--- src/i2cms_pkg.sv ---
// ----------------------------------------------------------------------------
// i2cms_pkg
// Shared types and codes for the I2C master transfer sequencer.
// ----------------------------------------------------------------------------
package i2cms_pkg;

  localparam int BufferDepthDefault = 64;

  localparam int AddrW  = 8;   // slave_address_rw
  localparam int LenW   = 7;   // transfer_length, also byte position
  localparam int IdxW   = 6;   // buffer_index
  localparam int ByteW  = 8;
  localparam int CfgIdxW  = 2;
  localparam int CfgDataW = 8;

  localparam logic [LenW-1:0] PosMax = '1;

  typedef enum logic [1:0] {
    OP_LOAD  = 2'd0,
    OP_READ  = 2'd1,
    OP_START = 2'd2,
    OP_EVENT = 2'd3
  } opcode_e;

  typedef enum logic [3:0] {
    EV_START   = 4'd0,
    EV_RSTART  = 4'd1,
    EV_TX_SLA  = 4'd2,
    EV_TX_DATA = 4'd3,
    EV_RX_SLA  = 4'd4,
    EV_RX_ACK  = 4'd5,
    EV_RX_NACK = 4'd6,
    EV_ARB     = 4'd7
  } bus_event_e;

  typedef enum logic [CfgIdxW-1:0] {
    CFG_SLAVE_ADDR = 2'd0,
    CFG_LENGTH     = 2'd1
  } cfg_reg_e;

  // buffer port controls from the core to the memory
  typedef struct packed {
    logic we;
    logic re;
  } buf_ctl_t;

endpackage

--- src/i2cms_if.sv ---
// ----------------------------------------------------------------------------
// i2cms_req_if / i2cms_rsp_if
// Valid/ready channels for sequencer requests and results.
// ----------------------------------------------------------------------------
interface i2cms_req_if;
  logic                             valid;
  logic                             ready;
  logic [1:0]                       opcode;
  logic [i2cms_pkg::IdxW-1:0]       buffer_index;
  logic [i2cms_pkg::ByteW-1:0]      write_byte;
  logic [3:0]                       bus_event;
  logic [i2cms_pkg::ByteW-1:0]      received_byte;

  modport source (output valid, opcode, buffer_index, write_byte, bus_event,
                  received_byte, input ready);
  modport sink   (input valid, opcode, buffer_index, write_byte, bus_event,
                  received_byte, output ready);
endinterface

interface i2cms_rsp_if;
  logic                             valid;
  logic                             ready;
  logic                             send_start;
  logic                             send_stop;
  logic                             ack_next;
  logic                             drive_valid;
  logic [i2cms_pkg::ByteW-1:0]      drive_byte;
  logic                             busy_res;
  logic [i2cms_pkg::ByteW-1:0]      read_byte;

  modport source (output valid, send_start, send_stop, ack_next, drive_valid,
                  drive_byte, busy_res, read_byte, input ready);
  modport sink   (input valid, send_start, send_stop, ack_next, drive_valid,
                  drive_byte, busy_res, read_byte, output ready);
endinterface

--- src/i2cms_buf.sv ---
// ----------------------------------------------------------------------------
// i2cms_buf
// Byte buffer: one write and one registered read per cycle.
// ----------------------------------------------------------------------------
module i2cms_buf #(
  parameter int BUFFER_DEPTH = i2cms_pkg::BufferDepthDefault,
  parameter int AW           = 6
) (
  input  logic                        clk_i,
  input  i2cms_pkg::buf_ctl_t         ctl_i,
  input  logic [AW-1:0]               waddr_i,
  input  logic [i2cms_pkg::ByteW-1:0] wdata_i,
  input  logic [AW-1:0]               raddr_i,
  output logic [i2cms_pkg::ByteW-1:0] rdata_o
);
  import i2cms_pkg::*;

  logic [ByteW-1:0] mem [BUFFER_DEPTH];
  logic [ByteW-1:0] rdata_q;

  always_ff @(posedge clk_i) begin
    if (ctl_i.we) begin
      mem[waddr_i] <= wdata_i;
    end
    if (ctl_i.re) begin
      rdata_q <= mem[raddr_i];
    end
  end

  assign rdata_o = rdata_q;

endmodule

--- src/i2cms_core.sv ---
// ----------------------------------------------------------------------------
// i2cms_core
// Config registers, transfer state, item decode and result register.
// ----------------------------------------------------------------------------
module i2cms_core #(
  parameter int BUFFER_DEPTH = i2cms_pkg::BufferDepthDefault,
  parameter int AW           = 6
) (
  input  logic                           clk_i,
  input  logic                           rst_ni,
  input  logic                           cfg_we_i,
  input  logic [i2cms_pkg::CfgIdxW-1:0]  cfg_idx_i,
  input  logic [i2cms_pkg::CfgDataW-1:0] cfg_data_i,
  i2cms_req_if.sink                      req,
  i2cms_rsp_if.source                    rsp,
  output i2cms_pkg::buf_ctl_t            buf_ctl_o,
  output logic [AW-1:0]                  buf_waddr_o,
  output logic [i2cms_pkg::ByteW-1:0]    buf_wdata_o,
  output logic [AW-1:0]                  buf_raddr_o,
  input  logic [i2cms_pkg::ByteW-1:0]    buf_rdata_i
);
  import i2cms_pkg::*;

  logic [AddrW-1:0] slave_addr_q;
  logic [LenW-1:0]  length_q;
  logic [LenW-1:0]  pos_q, pos_d;
  logic             busy_q, busy_d;

  logic             acc;
  logic             idx_ok, pos_ok;

  logic             start_d, stop_d, ack_d, dvalid_d, rd_mem_d, drv_mem_d;
  logic [ByteW-1:0] dbyte_d;

  logic             rsp_valid_q;
  logic             start_q, stop_q, ack_q, dvalid_q, rd_mem_q, drv_mem_q, busy_res_q;
  logic [ByteW-1:0] dbyte_q;

  buf_ctl_t         ctl;

  assign req.ready = !rsp_valid_q || rsp.ready;
  assign acc       = req.valid && req.ready;

  assign idx_ok = 32'(req.buffer_index) < 32'(BUFFER_DEPTH);
  assign pos_ok = 32'(pos_q) < 32'(BUFFER_DEPTH);

  always_comb begin
    pos_d     = pos_q;
    busy_d    = busy_q;
    start_d   = 1'b0;
    stop_d    = 1'b0;
    ack_d     = 1'b0;
    dvalid_d  = 1'b0;
    dbyte_d   = '0;
    rd_mem_d  = 1'b0;
    drv_mem_d = 1'b0;
    ctl       = '0;
    buf_waddr_o = AW'(req.buffer_index);
    buf_wdata_o = req.write_byte;
    buf_raddr_o = AW'(req.buffer_index);
    case (req.opcode)
      OP_LOAD: begin
        ctl.we = idx_ok;
      end
      OP_READ: begin
        ctl.re   = 1'b1;
        rd_mem_d = idx_ok;
      end
      OP_START: begin
        if (!busy_q) begin
          busy_d  = 1'b1;
          start_d = 1'b1;
        end
      end
      default: begin
        // bus status event, only handled while a transfer runs
        if (busy_q) begin
          case (req.bus_event)
            EV_START, EV_RSTART: begin
              pos_d    = '0;
              dvalid_d = 1'b1;
              dbyte_d  = slave_addr_q;
            end
            EV_TX_SLA, EV_TX_DATA: begin
              if (pos_q < length_q) begin
                dvalid_d    = 1'b1;
                drv_mem_d   = pos_ok;
                ctl.re      = 1'b1;
                buf_raddr_o = AW'(pos_q);
                pos_d       = pos_q + 1'b1;
              end else begin
                stop_d = 1'b1;
                busy_d = 1'b0;
              end
            end
            EV_RX_SLA, EV_RX_ACK: begin
              if (req.bus_event == EV_RX_ACK) begin
                ctl.we      = pos_ok;
                buf_waddr_o = AW'(pos_q);
                buf_wdata_o = req.received_byte;
                pos_d       = (pos_q == PosMax) ? pos_q : pos_q + 1'b1;
              end
              // ack all but the last byte; length zero wraps and always acks
              ack_d = (length_q == '0) ||
                      (({1'b0, pos_d} + 8'd1) < {1'b0, length_q});
            end
            EV_RX_NACK: begin
              ctl.we      = pos_ok;
              buf_waddr_o = AW'(pos_q);
              buf_wdata_o = req.received_byte;
              pos_d       = (pos_q == PosMax) ? pos_q : pos_q + 1'b1;
              stop_d      = 1'b1;
              busy_d      = 1'b0;
            end
            EV_ARB: begin
              start_d = 1'b1;
            end
            default: begin
              stop_d = 1'b1;
              busy_d = 1'b0;
            end
          endcase
        end
      end
    endcase
    ctl.we = ctl.we && acc;
    ctl.re = ctl.re && acc;
  end

  assign buf_ctl_o = ctl;

  always_ff @(posedge clk_i or negedge rst_ni) begin
    if (!rst_ni) begin
      slave_addr_q <= '0;
      length_q     <= '0;
      pos_q        <= '0;
      busy_q       <= 1'b0;
      rsp_valid_q  <= 1'b0;
    end else begin
      if (cfg_we_i) begin
        case (cfg_idx_i)
          CFG_SLAVE_ADDR: slave_addr_q <= cfg_data_i;
          CFG_LENGTH:     length_q     <= cfg_data_i[LenW-1:0];
          default: ;
        endcase
      end
      if (acc) begin
        pos_q  <= pos_d;
        busy_q <= busy_d;
      end
      if (req.ready) begin
        rsp_valid_q <= req.valid;
      end
    end
  end

  always_ff @(posedge clk_i) begin
    if (acc) begin
      start_q    <= start_d;
      stop_q     <= stop_d;
      ack_q      <= ack_d;
      dvalid_q   <= dvalid_d;
      dbyte_q    <= dbyte_d;
      busy_res_q <= busy_d;
      rd_mem_q   <= rd_mem_d;
      drv_mem_q  <= drv_mem_d;
    end
  end

  assign rsp.valid       = rsp_valid_q;
  assign rsp.send_start  = start_q;
  assign rsp.send_stop   = stop_q;
  assign rsp.ack_next    = ack_q;
  assign rsp.drive_valid = dvalid_q;
  assign rsp.drive_byte  = drv_mem_q ? buf_rdata_i : dbyte_q;
  assign rsp.busy_res    = busy_res_q;
  assign rsp.read_byte   = rd_mem_q ? buf_rdata_i : '0;

  // busy only rises on an accepted start request
  a_busy_rise: assert property (@(posedge clk_i) disable iff (!rst_ni)
    $rose(busy_q) |-> $past(acc && req.opcode == OP_START))
    else $error("busy set without start request");

  // position only moves on an accepted item
  a_pos_hold: assert property (@(posedge clk_i) disable iff (!rst_ni)
    !acc |=> $stable(pos_q))
    else $error("byte position moved without a transfer");

  // a result never asks for start and stop together
  a_start_stop: assert property (@(posedge clk_i) disable iff (!rst_ni)
    rsp_valid_q |-> !(start_q && stop_q))
    else $error("start and stop requested together");

  // the buffer is never read and written by the same item
  a_buf_port: assert property (@(posedge clk_i) disable iff (!rst_ni)
    !(ctl.we && ctl.re))
    else $error("buffer read and write in one item");

endmodule

--- src/i2c_master_transfer_sequencer.sv ---
// ----------------------------------------------------------------------------
// i2c_master_transfer_sequencer
// Latency: a result is valid the cycle after its request transfer.
// Throughput: one request per cycle; the result register refills while its
//   current result is taken, so only a stalled result holds back new requests.
// Reset: rst_ni clears config, position, busy and the result valid; the byte
//   buffer is not cleared and holds garbage until written.
// ----------------------------------------------------------------------------
// Sequences one I2C master transaction from bus status events. Requests load
// or read a buffer byte, start a transfer, or report a bus event; each one
// yields exactly one result.
//
// Structure:
//   i2cms_core  - config registers, byte position and busy flag, request
//                 decode and the result register.
//   i2cms_buf   - byte buffer memory, registered read. A transmit event reads
//                 the byte at the current position in the request cycle and
//                 the data lands together with the result register.
// Each request uses at most one buffer access, so one write and one read
// port suffice and a write is visible to the very next request.
// ----------------------------------------------------------------------------
module i2c_master_transfer_sequencer #(
  parameter int BUFFER_DEPTH = i2cms_pkg::BufferDepthDefault
) (
  input  logic                           clk_i,
  input  logic                           rst_ni,
  input  logic                           cfg_we_i,
  input  logic [i2cms_pkg::CfgIdxW-1:0]  cfg_idx_i,
  input  logic [i2cms_pkg::CfgDataW-1:0] cfg_data_i,
  i2cms_req_if.sink                      req_i,
  i2cms_rsp_if.source                    rsp_o
);
  import i2cms_pkg::*;

  // buffer address width, at least one bit
  localparam int AW = (BUFFER_DEPTH > 1) ? $clog2(BUFFER_DEPTH) : 1;

  buf_ctl_t         buf_ctl;
  logic [AW-1:0]    buf_waddr;
  logic [AW-1:0]    buf_raddr;
  logic [ByteW-1:0] buf_wdata;
  logic [ByteW-1:0] buf_rdata;

  i2cms_core #(
    .BUFFER_DEPTH (BUFFER_DEPTH),
    .AW           (AW)
  ) u_core (
    .clk_i       (clk_i),
    .rst_ni      (rst_ni),
    .cfg_we_i    (cfg_we_i),
    .cfg_idx_i   (cfg_idx_i),
    .cfg_data_i  (cfg_data_i),
    .req         (req_i),
    .rsp         (rsp_o),
    .buf_ctl_o   (buf_ctl),
    .buf_waddr_o (buf_waddr),
    .buf_wdata_o (buf_wdata),
    .buf_raddr_o (buf_raddr),
    .buf_rdata_i (buf_rdata)
  );

  i2cms_buf #(
    .BUFFER_DEPTH (BUFFER_DEPTH),
    .AW           (AW)
  ) u_buf (
    .clk_i   (clk_i),
    .ctl_i   (buf_ctl),
    .waddr_i (buf_waddr),
    .wdata_i (buf_wdata),
    .raddr_i (buf_raddr),
    .rdata_o (buf_rdata)
  );

endmodule
--- src/flat_wrapper.sv ---
// flat-port wrapper written by rule: the top's interface ports become plain ports
module i2c_master_transfer_sequencer_flat import i2cms_pkg::*;
#(
  parameter int BUFFER_DEPTH = i2cms_pkg::BufferDepthDefault
)
  (clk_i, rst_ni, cfg_we_i, cfg_idx_i, cfg_data_i, req_i_valid, req_i_opcode, req_i_buffer_index, req_i_write_byte, req_i_bus_event, req_i_received_byte, req_i_ready, rsp_o_valid, rsp_o_send_start, rsp_o_send_stop, rsp_o_ack_next, rsp_o_drive_valid, rsp_o_drive_byte, rsp_o_busy_res, rsp_o_read_byte, rsp_o_ready);
  i2cms_req_if req_i_i ();
  i2cms_rsp_if rsp_o_i ();
  input  logic clk_i;
  input  logic rst_ni;
  input  logic cfg_we_i;
  input  logic [i2cms_pkg::CfgIdxW-1:0] cfg_idx_i;
  input  logic [i2cms_pkg::CfgDataW-1:0] cfg_data_i;
  input wire logic [$bits(req_i_i.valid)-1:0] req_i_valid;
  input wire logic [$bits(req_i_i.opcode)-1:0] req_i_opcode;
  input wire logic [$bits(req_i_i.buffer_index)-1:0] req_i_buffer_index;
  input wire logic [$bits(req_i_i.write_byte)-1:0] req_i_write_byte;
  input wire logic [$bits(req_i_i.bus_event)-1:0] req_i_bus_event;
  input wire logic [$bits(req_i_i.received_byte)-1:0] req_i_received_byte;
  output wire logic [$bits(req_i_i.ready)-1:0] req_i_ready;
  output wire logic [$bits(rsp_o_i.valid)-1:0] rsp_o_valid;
  output wire logic [$bits(rsp_o_i.send_start)-1:0] rsp_o_send_start;
  output wire logic [$bits(rsp_o_i.send_stop)-1:0] rsp_o_send_stop;
  output wire logic [$bits(rsp_o_i.ack_next)-1:0] rsp_o_ack_next;
  output wire logic [$bits(rsp_o_i.drive_valid)-1:0] rsp_o_drive_valid;
  output wire logic [$bits(rsp_o_i.drive_byte)-1:0] rsp_o_drive_byte;
  output wire logic [$bits(rsp_o_i.busy_res)-1:0] rsp_o_busy_res;
  output wire logic [$bits(rsp_o_i.read_byte)-1:0] rsp_o_read_byte;
  input wire logic [$bits(rsp_o_i.ready)-1:0] rsp_o_ready;
  assign req_i_i.valid = req_i_valid;
  assign req_i_i.opcode = req_i_opcode;
  assign req_i_i.buffer_index = req_i_buffer_index;
  assign req_i_i.write_byte = req_i_write_byte;
  assign req_i_i.bus_event = req_i_bus_event;
  assign req_i_i.received_byte = req_i_received_byte;
  assign req_i_ready = req_i_i.ready;
  assign rsp_o_valid = rsp_o_i.valid;
  assign rsp_o_send_start = rsp_o_i.send_start;
  assign rsp_o_send_stop = rsp_o_i.send_stop;
  assign rsp_o_ack_next = rsp_o_i.ack_next;
  assign rsp_o_drive_valid = rsp_o_i.drive_valid;
  assign rsp_o_drive_byte = rsp_o_i.drive_byte;
  assign rsp_o_busy_res = rsp_o_i.busy_res;
  assign rsp_o_read_byte = rsp_o_i.read_byte;
  assign rsp_o_i.ready = rsp_o_ready;
  i2c_master_transfer_sequencer #(.BUFFER_DEPTH(BUFFER_DEPTH)) u_core (.clk_i(clk_i), .rst_ni(rst_ni), .cfg_we_i(cfg_we_i), .cfg_idx_i(cfg_idx_i), .cfg_data_i(cfg_data_i), .req_i(req_i_i), .rsp_o(rsp_o_i));
endmodule
--- config.mk ---
export PLATFORM = sky130hd
export DESIGN_NAME = i2c_master_transfer_sequencer_flat
export DESIGN_NICKNAME = d
export VERILOG_FILES = /design/src/i2cms_pkg.sv /design/src/i2cms_if.sv /design/src/i2cms_buf.sv /design/src/i2cms_core.sv /design/src/i2c_master_transfer_sequencer.sv /design/src/flat_wrapper.sv
export SDC_FILE = /design/constraint.sdc
export NUM_CORES = 1
export LEC_CHECK = 0
export BUFFER_PORTS_ARGS = -buffer_cell sky130_fd_sc_hd__buf_2
export CAP_MARGIN = 20
export CORE_ASPECT_RATIO = 0.8
export CORE_UTILIZATION = 48
export CTS_CLUSTER_SIZE = 24
export DETAILED_ROUTE_END_ITERATION = 10
export PLACE_DENSITY = 0.74
export SYNTH_ARGS = -nofsm -noshare
export SYNTH_HDL_FRONTEND = slang
export SYNTH_SLANG_ARGS = --single-unit
--- constraint.sdc ---
create_clock -name clk_i -period 4.6 [get_ports clk_i]
set_clock_uncertainty 0.15 [all_clocks]
set_input_delay 0.46 -clock clk_i [delete_from_list [all_inputs] [get_ports clk_i]]
set_output_delay 0.46 -clock clk_i [all_outputs]
set_load 0.1 [all_outputs]
# --- Word level (Yosys, flattened, before mapping) ---
# Memory sizes are Yosys's and may differ from the RTL's. A register that Yosys moved wholly into a read port is not among the register bits.
# Cells that the tools add are included.
totals:
  reg_bits: 39
  latchBits: 0
  ramBits: 512
  rom_bits: 0
  inputBits: 43
  output_inout_bits: 23
  wordCells: 104
  n_memories: 1
memory_table:
  columns: ["name", "words", "width", "read_ports", "rd_clocked_by_memory_dff", "write_ports", "line_no", "text"]
  rows:
  - ["u_core.u_buf.mem", 64, 8, 1, 1, 1, "i2cms_buf.sv:18", "logic [ByteW-1:0] mem [BUFFER_DEPTH];"]
op_classes:
  n_addsub: 2
  n_mul: 0
  div: 0
  n_lt_le_gt_ge: 3
  eq_ne: 12
  shifts: 0
  mux: 41
  bitwise: 6
  reduce_logical: 26
ops:
  columns: ["cell", "n"]
  rows:
  - ["6-bit two-way mux", 7]
  - ["7-bit two-way mux", 6]
  - ["8-bit two-way mux", 5]
  - ["7-bit one-hot mux with 4 select lines", 1]
  - ["4-bit by 3-bit == test with 1-bit output (second input constant)", 4]
  - ["1-bit one-hot mux with 2 select lines", 8]
  - ["8-bit one-hot mux with 2 select lines", 1]
  - ["5-bit OR reduction", 3]
  - ["6-bit one-hot mux with 2 select lines", 1]
  - ["2-bit OR reduction", 6]
  - ["1-bit two-way mux", 11]
  - ["7-bit by 1-bit adder with 8-bit output (second input constant)", 1]
  - ["4-bit by 2-bit == test with 1-bit output (second input constant)", 2]
  - ["8-bit by 7-bit < comparator with 1-bit output", 1]
  - ["7-bit by 1-bit adder with 7-bit output (second input constant)", 1]
  - ["7-bit == test (second input constant)", 1]
  - ["7-bit logical NOT", 1]
  - ["7-bit < comparator", 1]
  - ["7-bit < comparator (second input constant)", 1]
  - ["1-bit inverter", 6]
  - ["6-bit OR reduction", 1]
  - ["5-bit AND reduction", 1]
  - ["2-bit by 1-bit == test with 1-bit output (second input constant)", 2]
  - ["4-bit by 1-bit == test with 1-bit output (second input constant)", 1]
  - ["other kinds (12)", 17]

# --- Longest topological paths before layout ---
logic_depth:
  depth_word: 9
  mapped_depth: 16
  mapped_depth_nobuf: 16

# --- Cells and area by module ---
# From an unflattened synthesis, not the netlist that was laid out.
unflattened:
  hier_cells: 1304
  area_unflattened_um2: 23344.9
modules_own_cells:
  columns: ["mod", "n_inst", "cells_each", "area_per_inst_um2", "seq_area_each_um2"]
  rows:
  - ["i2cms_buf", 1, 972, 20270.7, 15615.0]
  - ["i2cms_core", 1, 332, 3074.2, 1051.0]

# --- Least setup slack after synthesis ---
# No wires, ideal clock.
synth_timing:
  kind: "reg2reg"
  from: "register u_core.u_core.rsp_valid_q (netlist: u_core.u_core.rsp.valid)"
  to: "memory u_core.u_buf.mem[1][0] (enable)"
  setup_ns: 0.371
  arrival_ns: 3.679
  required_time_ns: 4.079
  slack_ns: 0.400
  stages_incl_launch_ff: 8
  n_path_buf: 2
  period_less_slack_ns: 4.200
  cell_sequence: "dfrtp_1 nand2b_1 and2_1 clkbuf_1 o21ai_0 or3_1 clkbuf_1 nor2_1"
synth_via:
  elab_chain_cells: 6
synth_lines:
  columns: ["element", "line_no", "text"]
  rows:
  - ["from (decl)", "i2cms_core.sv:35", "logic rsp_valid_q;"]
  - ["from (signal assigned)", "i2cms_core.sv:152", "rsp_valid_q <= req.valid;"]
  - ["1-bit logical NOT", "i2cms_core.sv:41", "assign req.ready = !rsp_valid_q || rsp.ready;"]
  - ["1-bit logical OR", "i2cms_core.sv:41", null]
  - ["named net req_i_ready", "flat_wrapper.sv:20", "output wire logic [$bits(req_i_i.ready)-1:0] req_i_ready;"]
  - ["1-bit logical AND", "i2cms_core.sv:42", "assign acc = req.valid && req.ready;"]
  - ["named net u_core.u_core.acc", "i2cms_core.sv:29", "logic acc;"]
  - ["1-bit logical AND", "i2cms_core.sv:126", "ctl.we = ctl.we && acc;"]
  - ["1-bit two-way mux", "i2cms_buf.sv:22", "if (ctl_i.we) begin"]
  - ["1-bit two-way mux (not written as such)", "i2cms_buf.sv:23", "mem[waddr_i] <= wdata_i;"]
  - ["to (decl)", "i2cms_buf.sv:18", null]
# The timed path passes the listed nets, and every way through them passes these cells.

# --- Worst setup path in the final report ---
layout_timing:
  from: "register u_core.u_core.pos_q[6]"
  to: "register u_core.u_buf.rdata_q[1] (netlist: u_core.u_buf.rdata_o[1]) (read register of u_core.u_buf.mem) (data pin)"
layout_via:
  elab_chain_cells: 6
  word_cells_on_any_way: 10
  classes_between: "1 x order compare; 8 x mux; 1 x reduce/logical"
layout_lines:
  columns: ["element", "line_no", "text"]
  rows:
  - ["from (decl)", "i2cms_core.sv:26", "logic [LenW-1:0] pos_q, pos_d;"]
  - ["from (signal assigned)", "i2cms_core.sv:148", "pos_q <= pos_d;"]
  - ["7-bit < comparator *", "i2cms_core.sv:85", "if (pos_q < length_q) begin"]
  - ["1-bit two-way mux", "i2cms_core.sv:85", null]
  - ["1-bit two-way mux", "i2cms_core.sv:78", "case (req.bus_event)"]
  - ["2-bit two-way mux", "i2cms_core.sv:77", "if (busy_q) begin"]
  - ["1-bit one-hot mux with 2 select lines", "i2cms_core.sv:61", "case (req.opcode)"]
  - ["1-bit logical AND", "i2cms_core.sv:127", "ctl.re = ctl.re && acc;"]
  - ["to (decl)", "i2cms_buf.sv:19", "logic [ByteW-1:0] rdata_q;"]
# Mark *: on every way between the ends. The rest lies on a longest branch, timed or not.
# A chain may end at the register's enable or synchronous reset.

==> impl_metrics.env <==
export IMPL_leakagePower_uw=0.00998
export IMPL_crit_arrival_ns=4.49
export IMPL_core_rowCount=74
export IMPL_hp_start="rsp_o_ready"
export IMPL_slew_headroom_pct=38.1
export IMPL_hpwl_um=43900
export IMPL_cts_hold_buf=10
export IMPL_synth_fa_ha_area_share_pct=0.997
export IMPL_grt_pass1_vias=16109
export IMPL_final_cell_mix="535 x edfxtp_1, 135 x buf_4, 116 x o21ai_0"
export IMPL_vias_per_cell=6.36
export IMPL_required_ns=4.92
export IMPL_crit_type="flop to flop"
export IMPL_worstRegToRegCells=10
export IMPL_ant_nets=0
export IMPL_port_buffers=65
export IMPL_yosysTopAreaCell="edfxtp_1"
export IMPL_grt_pass1_wl_um=103000
export IMPL_drc=0
export IMPL_ff2ff_setup_slack_ns=0.42
export IMPL_yosysSeqAreaShare_pct=67.1
export IMPL_fin_util_pct=55.6
export IMPL_synthToLayoutAreaGrowth_pct=14.3
export IMPL_synth_compound_area_share_pct=12.2
export IMPL_dr_pass1_iters=6
export IMPL_dieHeight_um=206
export IMPL_max_vdd_ir_drop_v=0.000280
export IMPL_placed_cell_area_um2=26700
export IMPL_cts_resized=0
export IMPL_ioPinCount=66
export IMPL_cts_buffers=52
export IMPL_syn_area_per_cell_um2=13.5
export IMPL_p_total_uw=10700
export IMPL_place_inst=2598
export IMPL_multi_input_area_um2=7450
export IMPL_drive_above_1_share_pct=17.5
export IMPL_period_share_pct=90.8
export IMPL_fillCellCount=4066
export IMPL_ys_warn_count=0
export IMPL_synthMuxAreaShare_pct=5.69
export IMPL_initial_core_util_pct=48.6
export IMPL_die_x_um=256
export IMPL_ys_dominant_reg_cell="edfxtp_1"
export IMPL_final_common_cell="edfxtp_1"
export IMPL_grt_max_degree=81
export IMPL_slew_viol_final=0
export IMPL_routed_wl_met3_um=8490
export IMPL_place_congestion=0.915
export IMPL_cap_viol_max_count=0
export IMPL_reg2reg_to="u_core.u_buf.rdata_o[1]$_DFFE_PP_"
export IMPL_rsz0062_at_grt="no"
export IMPL_cts_sinks=559
export IMPL_die_area_um2=52700
export IMPL_timing_fmax_ghz=0.239
export IMPL_grt_total_usage_pct=26.1
export IMPL_hold_end="u_core.u_core.rsp.valid$_DFFE_PN0N_"
export IMPL_synth_edf_count=535
export IMPL_final_cells=2702
export IMPL_ctsRootBufferMaster="clkbuf_16"
export IMPL_synthSimpleGateAreaFrac_pct=10.6
export IMPL_grt_ovfl_total=0
export IMPL_final_area_um2=28400
export IMPL_syn_cell_area_um2=24900
export IMPL_totalWireLength_um=69800
export IMPL_wl_met1_um=29000
export IMPL_cts_max_path_buffers=3
export IMPL_cts_setup_buffers=0
export IMPL_ys_seq_elements=559
export IMPL_finalNetCount=2044
export IMPL_dr_wl_met2_um=30400
export IMPL_status="completed"
export IMPL_h_tree_depth=2
export IMPL_hold_class="input port to flop"
export IMPL_wl_per_cell_um=25.8
export IMPL_cts_clk_slew_worst_paths_ns=0.06
export IMPL_synth_nets=1906
export IMPL_synth_area_top_cells="edfxtp_1 65%, mux2i_1 3.4%, dfrtp_1 2.4%, o21ai_0 2.3%, nand3_1 2.2%"
export IMPL_cts_tree="done"
export IMPL_setup_viol=0
export IMPL_core_area_um2=51100
export IMPL_final_setup_tns_ns=0
export IMPL_synth_top_family_by_area="compound AO/OA/AOI/OAI gates"
export IMPL_synth_top_cell_area_share_pct=64.6
export IMPL_crit_path_max_fanout=36
export IMPL_ys_types=69
export IMPL_postSynth_asyncResetShare_pct=4.29
export IMPL_worstSetupEndpointType="flop"
export IMPL_insertion_delay_ns=0.61
export IMPL_netlist_instances=1844
export IMPL_whs_path_depth=3
export IMPL_reg2reg_from="u_core.u_core.pos_q[6]$_DFFE_PN0P_"
export IMPL_top_layer="met4"
export IMPL_ff_latch_area_um2=16700
export IMPL_tightest_slew_ns=0.929
export IMPL_p_per_area_nw_per_um2=376
export IMPL_vias=17189
export IMPL_drt_iter0_drc=2517
export IMPL_hold_violations=0
export IMPL_antenna_found_initial=2
export IMPL_synth_xor_area_share_pct=0.282
export IMPL_start_kind="flop"
export IMPL_min_period_ns=4.18
-- cell usage after synthesis, drive strengths merged (7+ instances only) --
cell type / n
a211oi: 38
a221oi: 18
nand2b: 39
nor2: 87
inv: 45
o221ai: 9
a31oi: 22
a21oi: 46
o21ai: 119
a211o: 18
a31o: 8
edfxtp: 535
mux2i: 89
nand4: 10
nor3: 10
ha: 19
a311oi: 33
a21o: 19
a21boi: 12
and3: 63
nor4: 53
clkbuf: 83
nor2b: 8
a22oi: 32
or4: 8
o31ai: 9
o22ai: 16
mux2: 43
nand2: 81
o21a: 9
and2: 17
nand3: 110
buf: 58
o221a: 7
a221o: 7
dfrtp: 24
o211ai: 8
-- power breakdown --
group	leakage, µW	internal (µW)	switching, µW
Clock	0.000763	2270	1830
Combinational	0.00410	288	645
Sequential	0.00512	5630	29.9
-- area by class of cell --
type | instances | area share [%]
multi-input cells | 1099 | 26.2
inverters | 45 | 0.595
clock inverters | 19 | 0.612
flip-flops and latches | 559 | 58.7
clock buffers | 70 | 4.89
well taps | 684 | 3.01
diodes | 1 | 0.00881
repair buffers | 225 | 6.00
-- sequential cells by signal, indices dropped and copies added, names as in the netlist, 7 cells and up --
| name | cells |
|---|---|
| u_core.u_buf.mem | 512 |
| u_core.u_buf.rdata_o | 8 |
| u_core.u_core.dbyte_q | 8 |
| u_core.u_core.length_q | 7 |
| u_core.u_core.pos_q | 7 |
| u_core.u_core.slave_addr_q | 8 |
-- logic make-up after synthesis --
group,count (synthesis)
flops,559
simple gates,501
compound gates,438
buf+inv,186
mux,132
fa+ha+maj,20
xor+xnor,8
-- routing by layer --
| metal | global-route usage, % | vias to the layer above |
|---|---|---|
| li1 | - | 7489 |
| met1 | 38.7 | 8426 |
| met2 | 38.9 | 1136 |
| met3 | 5.48 | 138 |
| met4 | 7.67 | 0 |
| met5 | 0 | - |
-- worst max-delay path, stage by stage (launching register included) --
cell and delay, ns:
dfrtp_1 0.49, ha_1 0.34, nand4_1 0.20, o311ai_4 0.49, buf_4 0.49, nor3_1 0.18
a21oi_2 0.55, o31ai_1 0.14, or4_1 0.47, a221oi_1 0.34, a31o_1 0.18
-- worst max-delay path by stage --
stage	to	depth (start not counted)	from
final	u_core.u_buf.rdata_o[1]$_DFFE_PP_	10	u_core.u_core.pos_q[6]$_DFFE_PN0P_
after global routing	u_core.u_core.rsp.ack_next$_SDFFCE_PP0P_	15	u_core.u_core.pos_q[1]$_DFFE_PN0P_
after detailed placement	u_core.u_buf.rdata_o[3]$_DFFE_PP_	13	req_i_opcode[0]
after global placement	u_core.u_buf.rdata_o[3]$_DFFE_PP_	12	u_core.u_core.length_q[4]$_DFFE_PN0P_
after floorplan	u_core.u_buf.mem[1][0]$_DFFE_PP_	7	u_core.u_core.rsp.valid$_DFFE_PN0N_
after CTS	u_core.u_buf.rdata_o[1]$_DFFE_PP_	10	u_core.u_core.pos_q[6]$_DFFE_PN0P_
-- per-stage QoR --
step / setup WS (ns) / hold slack, ns
finish: 0.423 / 0.00705
global route: 0.207 / 0.0511
CTS: 0.483 / 0.00114
detailed placement: 0.525 / 0.337
global placement: 0.389 / 0.332
floorplan: 0.400 / 0.0144
Power figures use the tool's default switching activity.
